**src/rtl/tpr_pkg.sv**
```systemverilog
// ----------------------------------------------------------------------------
// Trapezoid position ramp package
// Shared widths, register indexes, the configuration bundle and the
// controller/datapath command and status structs.
// ----------------------------------------------------------------------------
package tpr_pkg;

  localparam int POS_W   = 32;   // position fields
  localparam int SPD_W   = 24;   // measured speed and speed setpoint
  localparam int VMAX_W  = 23;   // speed clamp registers
  localparam int PAR_W   = 16;   // accel / decel / anticipation registers
  localparam int ADDR_W  = 5;    // eight 32-bit registers
  localparam int DATA_W  = 32;

  localparam int SQ_W    = 2 * SPD_W - 1;   // |speed|^2 fits in 47 bits
  localparam int ANT_W   = SPD_W + PAR_W;   // |speed| * gain
  localparam int DIST_W  = SQ_W;            // quotient + anticipation term
  localparam int PIV_W   = DIST_W + 1;      // signed pivot point
  localparam int DVS_W   = PAR_W + 1;       // 2 * deceleration
  localparam int DIV_STEPS = SQ_W;          // one quotient bit a cycle
  localparam int CNT_W   = $clog2(DIV_STEPS);

  // Register indexes (byte address = 4 * index)
  localparam logic [2:0] REG_MAX_SPEED_FWD    = 3'd0;
  localparam logic [2:0] REG_MAX_SPEED_REV    = 3'd1;
  localparam logic [2:0] REG_ACCEL_FWD        = 3'd2;
  localparam logic [2:0] REG_DECEL_FWD        = 3'd3;
  localparam logic [2:0] REG_ACCEL_REV        = 3'd4;
  localparam logic [2:0] REG_DECEL_REV        = 3'd5;
  localparam logic [2:0] REG_ANTICIPATION_FWD = 3'd6;
  localparam logic [2:0] REG_ANTICIPATION_REV = 3'd7;

  typedef struct packed {
    logic [VMAX_W-1:0] max_speed_fwd;
    logic [VMAX_W-1:0] max_speed_rev;
    logic [PAR_W-1:0]  accel_fwd;
    logic [PAR_W-1:0]  decel_fwd;
    logic [PAR_W-1:0]  accel_rev;
    logic [PAR_W-1:0]  decel_rev;
    logic [PAR_W-1:0]  anticipation_fwd;
    logic [PAR_W-1:0]  anticipation_rev;
  } cfg_t;

  typedef struct packed {
    logic load;       // capture input transfer
    logic mul;        // square and anticipation products
    logic div_step;   // one restoring division step
    logic sum;        // stopping distance
    logic pivot;      // pivot compare
    logic step;       // speed setpoint update
    logic commit;     // load result register
  } ctrl_cmd_t;

  typedef struct packed {
    logic out_free;   // result register can take a new result
  } ctrl_sts_t;

endpackage

```
**src/rtl/tpr_regs.sv**
```systemverilog
// ----------------------------------------------------------------------------
// Trapezoid position ramp configuration registers
// APB-style register file, eight registers at 4-byte spacing.
// ----------------------------------------------------------------------------
module tpr_regs (
  input  logic                       clk,
  input  logic                       rst_n,
  input  logic                       psel,
  input  logic                       penable,
  input  logic                       pwrite,
  input  logic [tpr_pkg::ADDR_W-1:0] paddr,
  input  logic [tpr_pkg::DATA_W-1:0] pwdata,
  output logic [tpr_pkg::DATA_W-1:0] prdata,
  output logic                       pready,
  output tpr_pkg::cfg_t              cfg
);

  tpr_pkg::cfg_t cfg_r;
  logic [2:0]    idx;
  logic          wr_en;

  assign idx    = paddr[tpr_pkg::ADDR_W-1:2];
  assign wr_en  = psel & penable & pwrite;
  assign pready = 1'b1;
  assign cfg    = cfg_r;

  always_ff @(posedge clk) begin
    if (!rst_n) begin
      cfg_r.max_speed_fwd    <= '0;
      cfg_r.max_speed_rev    <= '0;
      cfg_r.accel_fwd        <= '0;
      cfg_r.decel_fwd        <= tpr_pkg::PAR_W'(1);
      cfg_r.accel_rev        <= '0;
      cfg_r.decel_rev        <= tpr_pkg::PAR_W'(1);
      cfg_r.anticipation_fwd <= '0;
      cfg_r.anticipation_rev <= '0;
    end else if (wr_en) begin
      unique case (idx)
        tpr_pkg::REG_MAX_SPEED_FWD:    cfg_r.max_speed_fwd    <= pwdata[tpr_pkg::VMAX_W-1:0];
        tpr_pkg::REG_MAX_SPEED_REV:    cfg_r.max_speed_rev    <= pwdata[tpr_pkg::VMAX_W-1:0];
        tpr_pkg::REG_ACCEL_FWD:        cfg_r.accel_fwd        <= pwdata[tpr_pkg::PAR_W-1:0];
        tpr_pkg::REG_DECEL_FWD:        cfg_r.decel_fwd        <= pwdata[tpr_pkg::PAR_W-1:0];
        tpr_pkg::REG_ACCEL_REV:        cfg_r.accel_rev        <= pwdata[tpr_pkg::PAR_W-1:0];
        tpr_pkg::REG_DECEL_REV:        cfg_r.decel_rev        <= pwdata[tpr_pkg::PAR_W-1:0];
        tpr_pkg::REG_ANTICIPATION_FWD: cfg_r.anticipation_fwd <= pwdata[tpr_pkg::PAR_W-1:0];
        tpr_pkg::REG_ANTICIPATION_REV: cfg_r.anticipation_rev <= pwdata[tpr_pkg::PAR_W-1:0];
        default: ;
      endcase
    end
  end

  always_comb begin
    unique case (idx)
      tpr_pkg::REG_MAX_SPEED_FWD:    prdata = tpr_pkg::DATA_W'(cfg_r.max_speed_fwd);
      tpr_pkg::REG_MAX_SPEED_REV:    prdata = tpr_pkg::DATA_W'(cfg_r.max_speed_rev);
      tpr_pkg::REG_ACCEL_FWD:        prdata = tpr_pkg::DATA_W'(cfg_r.accel_fwd);
      tpr_pkg::REG_DECEL_FWD:        prdata = tpr_pkg::DATA_W'(cfg_r.decel_fwd);
      tpr_pkg::REG_ACCEL_REV:        prdata = tpr_pkg::DATA_W'(cfg_r.accel_rev);
      tpr_pkg::REG_DECEL_REV:        prdata = tpr_pkg::DATA_W'(cfg_r.decel_rev);
      tpr_pkg::REG_ANTICIPATION_FWD: prdata = tpr_pkg::DATA_W'(cfg_r.anticipation_fwd);
      tpr_pkg::REG_ANTICIPATION_REV: prdata = tpr_pkg::DATA_W'(cfg_r.anticipation_rev);
      default:                       prdata = '0;
    endcase
  end

endmodule

```
**src/rtl/tpr_ctrl.sv**
```systemverilog
// ----------------------------------------------------------------------------
// Trapezoid position ramp controller
// Sequences one item through multiply, divide, sum, pivot, update and commit steps.
// ----------------------------------------------------------------------------
module tpr_ctrl (
  input  logic                  clk,
  input  logic                  rst_n,
  input  logic                  in_valid,
  output logic                  in_stall,
  output tpr_pkg::ctrl_cmd_t    cmd,
  input  tpr_pkg::ctrl_sts_t    sts
);

  typedef enum logic [2:0] {
    S_IDLE,
    S_MUL,
    S_DIV,
    S_SUM,
    S_PIVOT,
    S_STEP,
    S_COMMIT
  } state_t;

  localparam logic [tpr_pkg::CNT_W-1:0] CNT_LAST = tpr_pkg::CNT_W'(tpr_pkg::DIV_STEPS - 1);

  state_t                    state_r;
  logic [tpr_pkg::CNT_W-1:0] cnt_r;
  logic                      in_stall_r;

  assign in_stall = in_stall_r;

  always_comb begin
    cmd          = '0;
    cmd.load     = (state_r == S_IDLE) && in_valid;
    cmd.mul      = (state_r == S_MUL);
    cmd.div_step = (state_r == S_DIV);
    cmd.sum      = (state_r == S_SUM);
    cmd.pivot    = (state_r == S_PIVOT);
    cmd.step     = (state_r == S_STEP);
    cmd.commit   = (state_r == S_COMMIT) && sts.out_free;
  end

  always_ff @(posedge clk) begin
    if (!rst_n) begin
      state_r    <= S_IDLE;
      cnt_r      <= '0;
      in_stall_r <= 1'b0;
    end else begin
      unique case (state_r)
        S_IDLE: begin
          if (in_valid) begin
            state_r    <= S_MUL;
            in_stall_r <= 1'b1;
          end
        end
        S_MUL: state_r <= S_DIV;
        S_DIV: begin
          if (cnt_r == CNT_LAST) begin
            cnt_r   <= '0;
            state_r <= S_SUM;
          end else begin
            cnt_r <= cnt_r + 1'b1;
          end
        end
        S_SUM:   state_r <= S_PIVOT;
        S_PIVOT: state_r <= S_STEP;
        S_STEP:  state_r <= S_COMMIT;
        S_COMMIT: begin
          if (sts.out_free) begin
            state_r    <= S_IDLE;
            in_stall_r <= 1'b0;
          end
        end
        default: state_r <= S_IDLE;
      endcase
    end
  end

  a_load_starts: assert property (@(posedge clk) disable iff (!rst_n)
    cmd.load |=> (state_r == S_MUL) && in_stall)
    else $error("load did not start the sequence");

  a_div_len: assert property (@(posedge clk) disable iff (!rst_n)
    (state_r == S_DIV) && (cnt_r == CNT_LAST) |=> (state_r == S_SUM))
    else $error("divide did not end after its last step");

  a_cnt_idle: assert property (@(posedge clk) disable iff (!rst_n)
    (state_r != S_DIV) |-> (cnt_r == '0))
    else $error("step counter not clear outside divide");

  a_commit_frees: assert property (@(posedge clk) disable iff (!rst_n)
    cmd.commit |=> !in_stall && (state_r == S_IDLE))
    else $error("input still stalled after commit");

endmodule

```
**src/rtl/tpr_dpath.sv**
```systemverilog
// ----------------------------------------------------------------------------
// Trapezoid position ramp datapath
// Products, restoring divider, pivot compare, setpoint update, result register.
// ----------------------------------------------------------------------------
module tpr_dpath #(
  parameter int unsigned ARRIVAL_WINDOW = 16
) (
  input  logic                              clk,
  input  logic                              rst_n,
  input  tpr_pkg::ctrl_cmd_t                cmd,
  output tpr_pkg::ctrl_sts_t                sts,
  input  tpr_pkg::cfg_t                     cfg,
  input  logic signed [tpr_pkg::POS_W-1:0]  in_target_position,
  input  logic signed [tpr_pkg::POS_W-1:0]  in_current_position,
  input  logic signed [tpr_pkg::SPD_W-1:0]  in_current_speed,
  output logic                              out_valid,
  input  logic                              out_stall,
  output logic signed [tpr_pkg::POS_W-1:0]  out_position_setpoint,
  output logic                              out_arrived
);

  localparam int POS_W  = tpr_pkg::POS_W;
  localparam int SPD_W  = tpr_pkg::SPD_W;
  localparam int ERR_W  = POS_W + 1;
  localparam int SUM_W  = SPD_W + 1;
  localparam int PIV_W  = tpr_pkg::PIV_W;
  localparam int DVS_W  = tpr_pkg::DVS_W;
  localparam int SQ_W   = tpr_pkg::SQ_W;

  localparam logic signed [ERR_W-1:0] WIN     = ERR_W'(ARRIVAL_WINDOW);
  localparam logic signed [ERR_W-1:0] WIN_NEG = -WIN;

  // captured item
  logic signed [POS_W-1:0]      tgt_r, pos_r;
  logic signed [ERR_W-1:0]      err_r;
  logic                         fwd_r, neg_r, arrive_r;
  logic [SPD_W-1:0]             mag_r;
  logic [tpr_pkg::PAR_W-1:0]    gain_r;
  logic [DVS_W-1:0]             dvs_r;

  // products and divider
  logic [SQ_W-1:0]              quo_r;
  logic [DVS_W-1:0]             rem_r;
  logic [tpr_pkg::ANT_W-1:0]    ant_r;
  logic [tpr_pkg::DIST_W-1:0]   dist_r;
  logic                         ge_r;

  // speed state and result
  logic signed [SPD_W-1:0]      spd_set_r, sp_r;
  logic signed [POS_W-1:0]      out_pos_r;
  logic                         out_arr_r, out_valid_r;

  logic signed [ERR_W-1:0]      err;
  logic [tpr_pkg::PAR_W-1:0]    dsel;
  logic [2*SPD_W-1:0]           sq;
  logic [DVS_W:0]               rem_sh;
  logic                         q_bit;
  logic signed [PIV_W-1:0]      tgt_w, pos_w, dist_w, piv;
  logic [tpr_pkg::PAR_W-1:0]    acc_mag;
  logic signed [SUM_W-1:0]      sp_sum, lo, hi, sp_cl;
  logic signed [ERR_W-1:0]      res;
  logic signed [POS_W-1:0]      res_sat;

  assign sts.out_free = !out_valid_r || !out_stall;

  // load stage
  assign err  = ERR_W'(in_target_position) - ERR_W'(in_current_position);
  assign dsel = err[ERR_W-1] ? cfg.decel_rev : cfg.decel_fwd;

  // divider step
  assign sq     = mag_r * mag_r;
  assign rem_sh = {rem_r, quo_r[SQ_W-1]};
  assign q_bit  = rem_sh >= {1'b0, dvs_r};

  // pivot
  assign tgt_w  = PIV_W'(tgt_r);
  assign pos_w  = PIV_W'(pos_r);
  assign dist_w = $signed({1'b0, dist_r});
  assign piv    = neg_r ? tgt_w + dist_w : tgt_w - dist_w;

  // setpoint update
  always_comb begin
    if (ge_r) acc_mag = fwd_r ? cfg.accel_fwd : cfg.decel_rev;
    else      acc_mag = fwd_r ? cfg.decel_fwd : cfg.accel_rev;
  end

  assign sp_sum = ge_r ? SUM_W'(spd_set_r) + $signed({1'b0, acc_mag})
                       : SUM_W'(spd_set_r) - $signed({1'b0, acc_mag});
  assign hi     = $signed({2'b00, cfg.max_speed_fwd});
  assign lo     = -$signed({2'b00, cfg.max_speed_rev});
  assign sp_cl  = (sp_sum < lo) ? lo : ((sp_sum > hi) ? hi : sp_sum);

  // result
  assign res = ERR_W'(pos_r) + ERR_W'(sp_r);
  always_comb begin
    if (res[ERR_W-1] != res[ERR_W-2])
      res_sat = res[ERR_W-1] ? {1'b1, {(POS_W-1){1'b0}}} : {1'b0, {(POS_W-1){1'b1}}};
    else
      res_sat = res[POS_W-1:0];
  end

  always_ff @(posedge clk) begin
    if (cmd.load) begin
      tgt_r  <= in_target_position;
      pos_r  <= in_current_position;
      err_r  <= err;
      fwd_r  <= !err[ERR_W-1];
      neg_r  <= in_current_speed[SPD_W-1];
      mag_r  <= in_current_speed[SPD_W-1] ? SPD_W'(-in_current_speed) : in_current_speed;
      gain_r <= err[ERR_W-1] ? cfg.anticipation_rev : cfg.anticipation_fwd;
      dvs_r  <= {((dsel == '0) ? tpr_pkg::PAR_W'(1) : dsel), 1'b0};
    end
    if (cmd.mul) begin
      quo_r    <= sq[SQ_W-1:0];
      ant_r    <= mag_r * gain_r;
      rem_r    <= '0;
      arrive_r <= (err_r < WIN) && (err_r > WIN_NEG);
    end
    if (cmd.div_step) begin
      rem_r <= q_bit ? DVS_W'(rem_sh - {1'b0, dvs_r}) : rem_sh[DVS_W-1:0];
      quo_r <= {quo_r[SQ_W-2:0], q_bit};
    end
    if (cmd.sum)   dist_r <= quo_r + tpr_pkg::DIST_W'(ant_r);
    if (cmd.pivot) ge_r   <= piv >= pos_w;
    if (cmd.step)  sp_r   <= sp_cl[SPD_W-1:0];
    if (cmd.commit) begin
      out_pos_r <= arrive_r ? tgt_r : res_sat;
      out_arr_r <= arrive_r;
    end
  end

  always_ff @(posedge clk) begin
    if (!rst_n) begin
      spd_set_r   <= '0;
      out_valid_r <= 1'b0;
    end else begin
      if (cmd.step)
        spd_set_r <= arrive_r ? '0 : sp_cl[SPD_W-1:0];
      if (cmd.commit)
        out_valid_r <= 1'b1;
      else if (!out_stall)
        out_valid_r <= 1'b0;
    end
  end

  assign out_valid             = out_valid_r;
  assign out_position_setpoint = out_pos_r;
  assign out_arrived           = out_arr_r;

  a_rem_bound: assert property (@(posedge clk) disable iff (!rst_n)
    cmd.div_step |=> (rem_r < dvs_r))
    else $error("divider remainder not below divisor");

  a_commit_free: assert property (@(posedge clk) disable iff (!rst_n)
    cmd.commit |-> (!out_valid_r || !out_stall))
    else $error("result overwritten before transfer");

  a_arrive_clear: assert property (@(posedge clk) disable iff (!rst_n)
    cmd.step && arrive_r |=> (spd_set_r == '0))
    else $error("speed setpoint not cleared on arrival");

  a_commit_valid: assert property (@(posedge clk) disable iff (!rst_n)
    cmd.commit |=> out_valid && (out_arrived == $past(arrive_r)))
    else $error("result register not loaded on commit");

endmodule

```
**src/rtl/trapezoid_position_ramp_unit.sv**
```systemverilog
// ----------------------------------------------------------------------------
// Trapezoid position ramp unit
// Trapezoidal speed-profile generator producing one position command a tick.
// ----------------------------------------------------------------------------
// Each transfer on the in_ channel carries one control tick: target position,
// measured position and measured speed. The unit brakes at a pivot lying
// speed^2/(2*decel) + |speed|*anticipation before the target, accelerates
// before it and decelerates past it, clamps and keeps the speed setpoint,
// and returns position + setpoint (saturated) or the target itself with
// arrived set once |target - position| < ARRIVAL_WINDOW. The restoring
// divider yields one of the 47 quotient bits a cycle; it runs after the
// multiply step and before the sum, pivot, setpoint update and commit
// steps, and no new input is taken until the commit step. The input is
// taken while a finished result still waits in the output register; only
// the final update waits for that register to drain. Registers sit on an
// APB-style port at byte addresses 0x00..0x1C; the user must write them
// only while the unit is idle, as the unit itself does not enforce this.
// ----------------------------------------------------------------------------
module trapezoid_position_ramp_unit #(
  parameter int unsigned ARRIVAL_WINDOW = 16
) (
  input  logic                              clk,
  input  logic                              rst_n,
  // input channel
  input  logic                              in_valid,
  output logic                              in_stall,
  input  logic signed [tpr_pkg::POS_W-1:0]  in_target_position,
  input  logic signed [tpr_pkg::POS_W-1:0]  in_current_position,
  input  logic signed [tpr_pkg::SPD_W-1:0]  in_current_speed,
  // result channel
  output logic                              out_valid,
  input  logic                              out_stall,
  output logic signed [tpr_pkg::POS_W-1:0]  out_position_setpoint,
  output logic                              out_arrived,
  // configuration port
  input  logic                              psel,
  input  logic                              penable,
  input  logic                              pwrite,
  input  logic [tpr_pkg::ADDR_W-1:0]        paddr,
  input  logic [tpr_pkg::DATA_W-1:0]        pwdata,
  output logic [tpr_pkg::DATA_W-1:0]        prdata,
  output logic                              pready
);

  tpr_pkg::cfg_t      cfg;
  tpr_pkg::ctrl_cmd_t cmd;
  tpr_pkg::ctrl_sts_t sts;

  // register file
  tpr_regs u_regs (
    .clk     (clk),
    .rst_n   (rst_n),
    .psel    (psel),
    .penable (penable),
    .pwrite  (pwrite),
    .paddr   (paddr),
    .pwdata  (pwdata),
    .prdata  (prdata),
    .pready  (pready),
    .cfg     (cfg)
  );

  // sequencer: idle -> multiply -> 47 divide steps -> sum -> pivot ->
  // setpoint update -> commit
  tpr_ctrl u_ctrl (
    .clk      (clk),
    .rst_n    (rst_n),
    .in_valid (in_valid),
    .in_stall (in_stall),
    .cmd      (cmd),
    .sts      (sts)
  );

  // arithmetic, speed setpoint state and output register
  tpr_dpath #(
    .ARRIVAL_WINDOW (ARRIVAL_WINDOW)
  ) u_dpath (
    .clk                   (clk),
    .rst_n                 (rst_n),
    .cmd                   (cmd),
    .sts                   (sts),
    .cfg                   (cfg),
    .in_target_position    (in_target_position),
    .in_current_position   (in_current_position),
    .in_current_speed      (in_current_speed),
    .out_valid             (out_valid),
    .out_stall             (out_stall),
    .out_position_setpoint (out_position_setpoint),
    .out_arrived           (out_arrived)
  );

endmodule

```
**config.mk**
```make
export PLATFORM = sky130hd
export DESIGN_NAME = trapezoid_position_ramp_unit
export DESIGN_NICKNAME = d
export VERILOG_FILES = /design/src/rtl/tpr_pkg.sv /design/src/rtl/tpr_regs.sv /design/src/rtl/tpr_ctrl.sv /design/src/rtl/tpr_dpath.sv /design/src/rtl/trapezoid_position_ramp_unit.sv
export SDC_FILE = /design/constraint.sdc
export NUM_CORES = 2
export LEC_CHECK = 0
export BUFFER_PORTS_ARGS = -buffer_cell sky130_fd_sc_hd__clkbuf_2
export CORE_ASPECT_RATIO = 0.5
export CORE_UTILIZATION = 60
export CTS_BUF_LIST = sky130_fd_sc_hd__clkbuf_4
export CTS_CLUSTER_DIAMETER = 120
export CTS_CLUSTER_SIZE = 10
export DETAILED_ROUTE_END_ITERATION = 12
export PLACE_DENSITY = 0.8
export SYNTH_ARGS = -nofsm -noshare
export SYNTH_HDL_FRONTEND = slang
export SYNTH_SLANG_ARGS = --single-unit
```
**constraint.sdc**
```tcl
create_clock -name clk -period 18.5 [get_ports clk]
set_input_delay 0.925 -clock clk [delete_from_list [all_inputs] [get_ports clk]]
set_output_delay 0.925 -clock clk [all_outputs]
set_load 0.005 [all_outputs]
```
-- After elaboration in Yosys (flattened, before gate mapping)
Cells that the tools add are included.
- add/subtract/negate cells: 11
- multipliers: 2
- div/mod/pow operators: 0
- $lt $le $gt $ge: 6
- eq/ne operators: 19
- shift-type cells: 0
- multiplexer cells: 30
- bitwise operators: 2
- reductions and logical operators: 22
- operators with widths (cell ; count):
    32-bit case mux with 8 select lines ; 1
    32-bit 2-to-1 mux ; 3
    47-bit 2-to-1 mux ; 2
    16-bit 2-to-1 mux ; 5
    24-bit 2-to-1 mux ; 3
    17-bit 2-to-1 mux ; 3
    32-bit by 48-bit adder with 48-bit output ; 1
    48-bit by 32-bit >= comparator with 1-bit output ; 1
    48-bit 2-to-1 mux ; 1
    32-bit by 48-bit subtractor with 48-bit output ; 1
    47-bit by 40-bit adder with 47-bit output ; 1
    24-bit by 24-bit multiplier with 47-bit output ; 1
    24-bit by 16-bit multiplier with 40-bit output ; 1
    32-bit by 24-bit adder with 33-bit output ; 1
    33-bit by 5-bit > comparator with 1-bit output (second input constant) ; 1
    33-bit by 6-bit less-than comparator with 1-bit output (second input constant) ; 1
    32-bit by 32-bit subtractor with 33-bit output ; 1
    24-bit by 17-bit adder with 25-bit output ; 1
    25-bit by 24-bit > comparator with 1-bit output ; 1
    25-bit less-than comparator ; 1
    25-bit 2-to-1 mux ; 1
    23-bit negation with 25-bit output ; 1
    24-bit by 17-bit subtractor with 25-bit output ; 1
    24-bit negation ; 1
    25 further kinds ; 57
- register bits after elaboration: 542
- latch bits: 0
- RAM bits: 0
- ROM bits: 0
- input bits: 132
- output and inout bits: 68
- logic and storage cells: 123
- memories kept: 0

-- Longest topological paths before layout
- word-level depth: 8
- mapped depth: 32
- gate-level depth less buffers: 31

-- Modules after synthesis
A second synthesis with hierarchy kept.
- cell total of the unflattened synthesis: 6977
- area total of the unflattened synthesis: 64545.7 sq um
- by module, submodules not included (module ; instances ; cells each ; area an instance (sq um) ; seq. area each (sq um)):
    tpr_dpath ; 1 ; 6071 ; 57182.3 ; 11461.0
    tpr_regs ; 1 ; 840 ; 6820.3 ; 2842.7
    tpr_ctrl ; 1 ; 66 ; 543.0 ; 200.2

-- Least setup slack after synthesis
OpenSTA, ideal clock, no wires.
- kind: input to register
- start point: input port in_valid
- end point: register u_dpath.dvs_r[10] (enable)
- library setup time: 1.106 ns
- arrival: 16.530 ns
- data required time: 17.394 ns
- setup slack: 0.864 ns
- cell stages on the path: 1
- buffers on the path: 0
- cell sequence: nor4b_1
- longest elaborated chain between the ends: 1
- ends and longest elaborated chain (element ; line ; RTL):
    from (decl) ; trapezoid_position_ramp_unit.sv:25 ; input logic in_valid,
    1-bit logical AND ; tpr_ctrl.sv:34 ; cmd.load = (state_r == S_IDLE) && in_valid;
    to (signal assigned) ; tpr_dpath.sv:111 ; dvs_r <= {((dsel == '0) ? tpr_pkg::PAR_W'(1) : dsel), 1'b0};
    to (decl) ; tpr_dpath.sv:39 ; logic [DVS_W-1:0] dvs_r;
No other way between the ends.
A chain may end at the register's enable or synchronous reset.

-- Final worst setup path
- start point: register u_dpath.fwd_r
- end point: register u_dpath.sp_r[11], data pin
- longest elaborated chain between the ends: 7
- elaborated cells between the ends (all ways): 10
- classes of those cells: add/sub: 2; order compare: 2; mux: 6
- ends and longest elaborated chain (element ; line ; RTL):
    from (decl) ; tpr_dpath.sv:36 ; logic fwd_r, neg_r, arrive_r;
    from (signal assigned) ; tpr_dpath.sv:107 ; fwd_r <= !err[ERR_W-1];
    16-bit 2-to-1 mux (on tied branches) ; tpr_dpath.sv:84, tpr_dpath.sv:83 ;
    16-bit 2-to-1 mux * ; tpr_dpath.sv:83 ; if (ge_r) acc_mag = fwd_r ? cfg.accel_fwd : cfg.decel_rev;
    24-bit by 17-bit subtractor with 25-bit output / 24-bit by 17-bit adder with 25-bit output (equally long branches) ; tpr_dpath.sv:88, tpr_dpath.sv:87 ;
    25-bit 2-to-1 mux * ; tpr_dpath.sv:87 ; assign sp_sum = ge_r ? SUM_W'(spd_set_r) + $signed({1'b0, acc_mag})
    25-bit by 24-bit > comparator with 1-bit output ; tpr_dpath.sv:91 ; assign sp_cl = (sp_sum < lo) ? lo : ((sp_sum > hi) ? hi : sp_sum);
    24-bit 2-to-1 mux ; tpr_dpath.sv:91 ;
    24-bit 2-to-1 mux * ; tpr_dpath.sv:91 ;
    via u_dpath.sp_cl[11] ; tpr_dpath.sv:60 ; logic signed [SUM_W-1:0] sp_sum, lo, hi, sp_cl;
    to (signal assigned) ; tpr_dpath.sv:125 ; if (cmd.step) sp_r <= sp_cl[SPD_W-1:0];
    to (decl) ; tpr_dpath.sv:49 ; logic signed [SPD_W-1:0] spd_set_r, sp_r;
Mark *: on every way through the listed nets, which the timed path passes. The rest lies on a longest branch.

==> flow_summary.json <==
{
  "crit_type": "reg -> reg",
  "ys_warn_count": 0,
  "place_congestion": 0.970,
  "critPathMaxFanout": 23,
  "skew_ps": 88.4,
  "dp_slack_ps": 10290,
  "synth_edf_count": 365,
  "synth.yosys.seq_area_share_pct": 22.5,
  "dpl.hpwl_um": 127000,
  "grt_max_degree": 94,
  "synth_cell_types": 92,
  "die_w_um": 466,
  "async_flop_share_pct": 0,
  "layout_setup_ws_ps": 10020,
  "fp.dieH_um": 234,
  "drcViolationCount": 0,
  "top_usage_layer": "met2",
  "reg2regPathDepth": 24,
  "synth_area_leader_cell": "fa_1",
  "rsz0062_at_grt": "false",
  "met2_usage_pct": 48.7,
  "wirelength_um": 165000,
  "period_needed_ps": 8480,
  "final_hold_viol_count": 0,
  "fin_nets": 8472,
  "drive_gt1_share_pct": 6.35,
  "hold_slack_ps": 116,
  "worstSetupStartpoint": "u_dpath.fwd_r$_DFFE_PP_",
  "clock_sinks": 542,
  "die_area_um2": 109000,
  "cts_made_buffers": 60,
  "cts_resized": 0,
  "vias": 49980,
  "grt_pass1_wl_um": 264000,
  "post-synth-top-area-fraction_pct": 23.1,
  "crit_required_ps": 19250,
  "grt_use_total_pct": 30.7,
  "wl_per_cell_um": 19.5,
  "cap_viol_max_count": 0,
  "syn_area_um2": 64500,
  "fp.coreArea_um2": 106000,
  "grtUsageMet1_pct": 43.9,
  "num_rows": 84,
  "min_path_type": "in -> reg",
  "first_pass_iters": 6,
  "port_buffers": 178,
  "period_share_pct": 45.8,
  "clk_latency_ps": 1010,
  "synthFlopType": "edfxtp_1",
  "cp.arrival_ps": 9230,
  "avgViaCountPerCell": 5.89,
  "grt_antenna_before_repair": 7,
  "syn2layout_area_growth_pct": 4.22,
  "cts_hold_buf": 0,
  "fmax_ghz": 0.118,
  "status": "completed",
  "crit_path_end": "u_dpath.sp_r[11]$_DFFE_PP_",
  "drv_slew": 0,
  "ys_seq_elements": 542,
  "post_cts_buffers": 0,
  "ios": 200,
  "timing.rr.end": "u_dpath.sp_r[11]$_DFFE_PP_",
  "cts_root_buf": "clkbuf_4",
  "start_util_pct": 61.0,
  "critPathCaptureType": "register",
  "clock_path_buffers": 3,
  "cts_tree": "done",
  "path_clk_slew_ps": 140,
  "synthCells": 7022,
  "setup_viol": 0,
  "r2r_slack_ps": 10020,
  "htree_levels": 2,
  "avgSynthCellArea_um2": 9.18,
  "hold_depth": 1,
  "ys_top_cells_by_area": "fa_1 (23%), edfxtp_1 (17%), ha_1 (11%), inv_1 (6.4%), dfxtp_1 (5.5%)",
  "drtIter0Drc": 4872,
  "tightest_slew_ps": 1280,
  "setup_tns_ps": 0,
  "r2r_start": "u_dpath.fwd_r$_DFFE_PP_",
  "grt_pass1_vias": 49272,
  "slew-limit-headroom_pct": 14.8,
  "use_met3_pct": 4.68,
  "start_kind": "register",
  "overflow": 0,
  "postRouteAntennaNets": 0
}
[registers in the layout, summed over array words and instances, names as in the netlist]
register                       cells
u_ctrl.cnt_r                       6
u_ctrl.in_stall                    1
u_ctrl.state_r                     3
u_dpath.ant_r                     40
u_dpath.arrive_r                   1
u_dpath.dist_r                    47
u_dpath.dvs_r                     16
u_dpath.err_r                     33
u_dpath.fwd_r                      1
u_dpath.gain_r                    16
u_dpath.ge_r                       1
u_dpath.mag_r                     24
u_dpath.neg_r                      1
u_dpath.out_arrived                1
u_dpath.out_position_setpoint     32
u_dpath.out_valid                  1
u_dpath.pos_r                     32
u_dpath.quo_r                     47
u_dpath.rem_r                     17
u_dpath.sp_r                      24
u_dpath.spd_set_r                 24
u_dpath.tgt_r                     32
u_regs.cfg                       142
[cells in the final DEF, fill, tap and decap left out, types with 56 or more instances in the layout]
cell type	n
inv_1	1104
nand2_1	943
fa_1	745
ha_1	578
edfxtp_1	365
a21oi_1	344
nor2_1	319
and2_1	260
xnor2_1	207
o21ai_0	190
clkbuf_2	177
dfxtp_1	177
a21boi_0	153
xor2_1	142
a21o_1	129
clkbuf_4	97
nand3_1	84
mux2i_1	84
nor3_1	72
nor2b_1	68
nand4_1	58
buf_4	56
[worst min path at each step]
stage / slack (ps) / end / startpoint
global placement: 450 / u_dpath.spd_set_r[5]$_SDFFE_PN0P_ / u_dpath.spd_set_r[5]$_SDFFE_PN0P_
floorplan: 440 / u_dpath.spd_set_r[10]$_SDFFE_PN0P_ / u_dpath.spd_set_r[10]$_SDFFE_PN0P_
global route: 60 / u_dpath.pos_r[23]$_DFFE_PP_ / in_current_position[23]
finish: 120 / u_dpath.tgt_r[14]$_DFFE_PP_ / in_target_position[14]
CTS: 30 / u_dpath.tgt_r[15]$_DFFE_PP_ / in_target_position[15]
detailed placement: 460 / u_dpath.spd_set_r[10]$_SDFFE_PN0P_ / u_dpath.spd_set_r[10]$_SDFFE_PN0P_
[worst max-delay path: stages, from the launching register on]
cell and delay [ps]:
edfxtp_1 1150, mux2_2 430, o21ai_0 310, nor4b_1 880, nand2_1 230, nor2_1 410
xor2_1 120, nor2_1 120, a21oi_1 60, ha_1 390, nand2_1 90, o311ai_1 620
a41o_1 270, a21oi_1 80, xnor2_1 180, ha_1 300, and4_1 240, nand2_1 100
nor3_1 350, o21ai_0 160, nand2_1 90, o211ai_1 120, a31oi_4 900, mux2i_1 220
mux2i_1 430
[cell type report]
| class | instances | area, um2 |
|---|---|---|
| multi-input cells | 5074 | 44600 |
| fillers | 8793 | 38500 |
| flip-flops and latches | 542 | 14500 |
| inverters | 1106 | 4150 |
| well taps | 1419 | 1780 |
| repair buffers | 233 | 1310 |
| clock buffers | 97 | 728 |
| clock inverters | 5 | 62.6 |
| diodes | 5 | 12.5 |
[cells by family (layout without fill, tap and decap cells)]
family                     after synthesis  after routing  synth area share [%]
muxes                                  149            149                  2.81
adders and majority gates             1334           1334                  34.5
AOI/OAI and AO/OA                     1199           1199                  12.2
xor gates and xnor gates               351            351                  4.81
and+or+nand+nor                       2031           2031                  14.8
buffers and inverters                 1414           1441                  8.38
other                                    2             15                0.0116
DFF                                    542            542                  22.5
[Yosys cell counts, drive strengths merged, types with 14 or more instances]
master and count:
a21boi 153, buf 40, o21a 47, mux2i 84, dfxtp 177, a211o 15, edfxtp 365, ha 578
inv 1105, o21bai 30, nand2 945, a21o 129, nor4 38, xor2 143, nand4 58, xnor2 208
a211oi 35, or4 14, nor2 323, and3 28, o31ai 17, o221ai 30, a221oi 16, nor2b 68
nor3 73, clkbuf 268, fa 745, or3 31, o21ai 193, o211ai 19, mux2 44, nand3 84
and2 261, a31oi 50, mux4 21, nand2b 46, a21oi 345
[through the flow]
stage | util (%) | instance area, um2 | instances
global placement | 62.8 | 66400 | 8374
CTS | 63.5 | 67200 | 8476
floorplan | - | 64500 | 7030
detailed placement | 62.8 | 66400 | 8374
finish | 63.5 | 67200 | 8481
global route | 63.5 | 67200 | 8481
[routing by layer]
layer | wire, um | part of all wire (%)
met5 | 11 | 0.0067
met4 | 4670 | 2.8
met3 | 15500 | 9.4
met2 | 73800 | 45
met1 | 71300 | 43
Power is not shown: default switching activity piles up to over one toggle a cycle in this logic, so the estimate is an artifact.
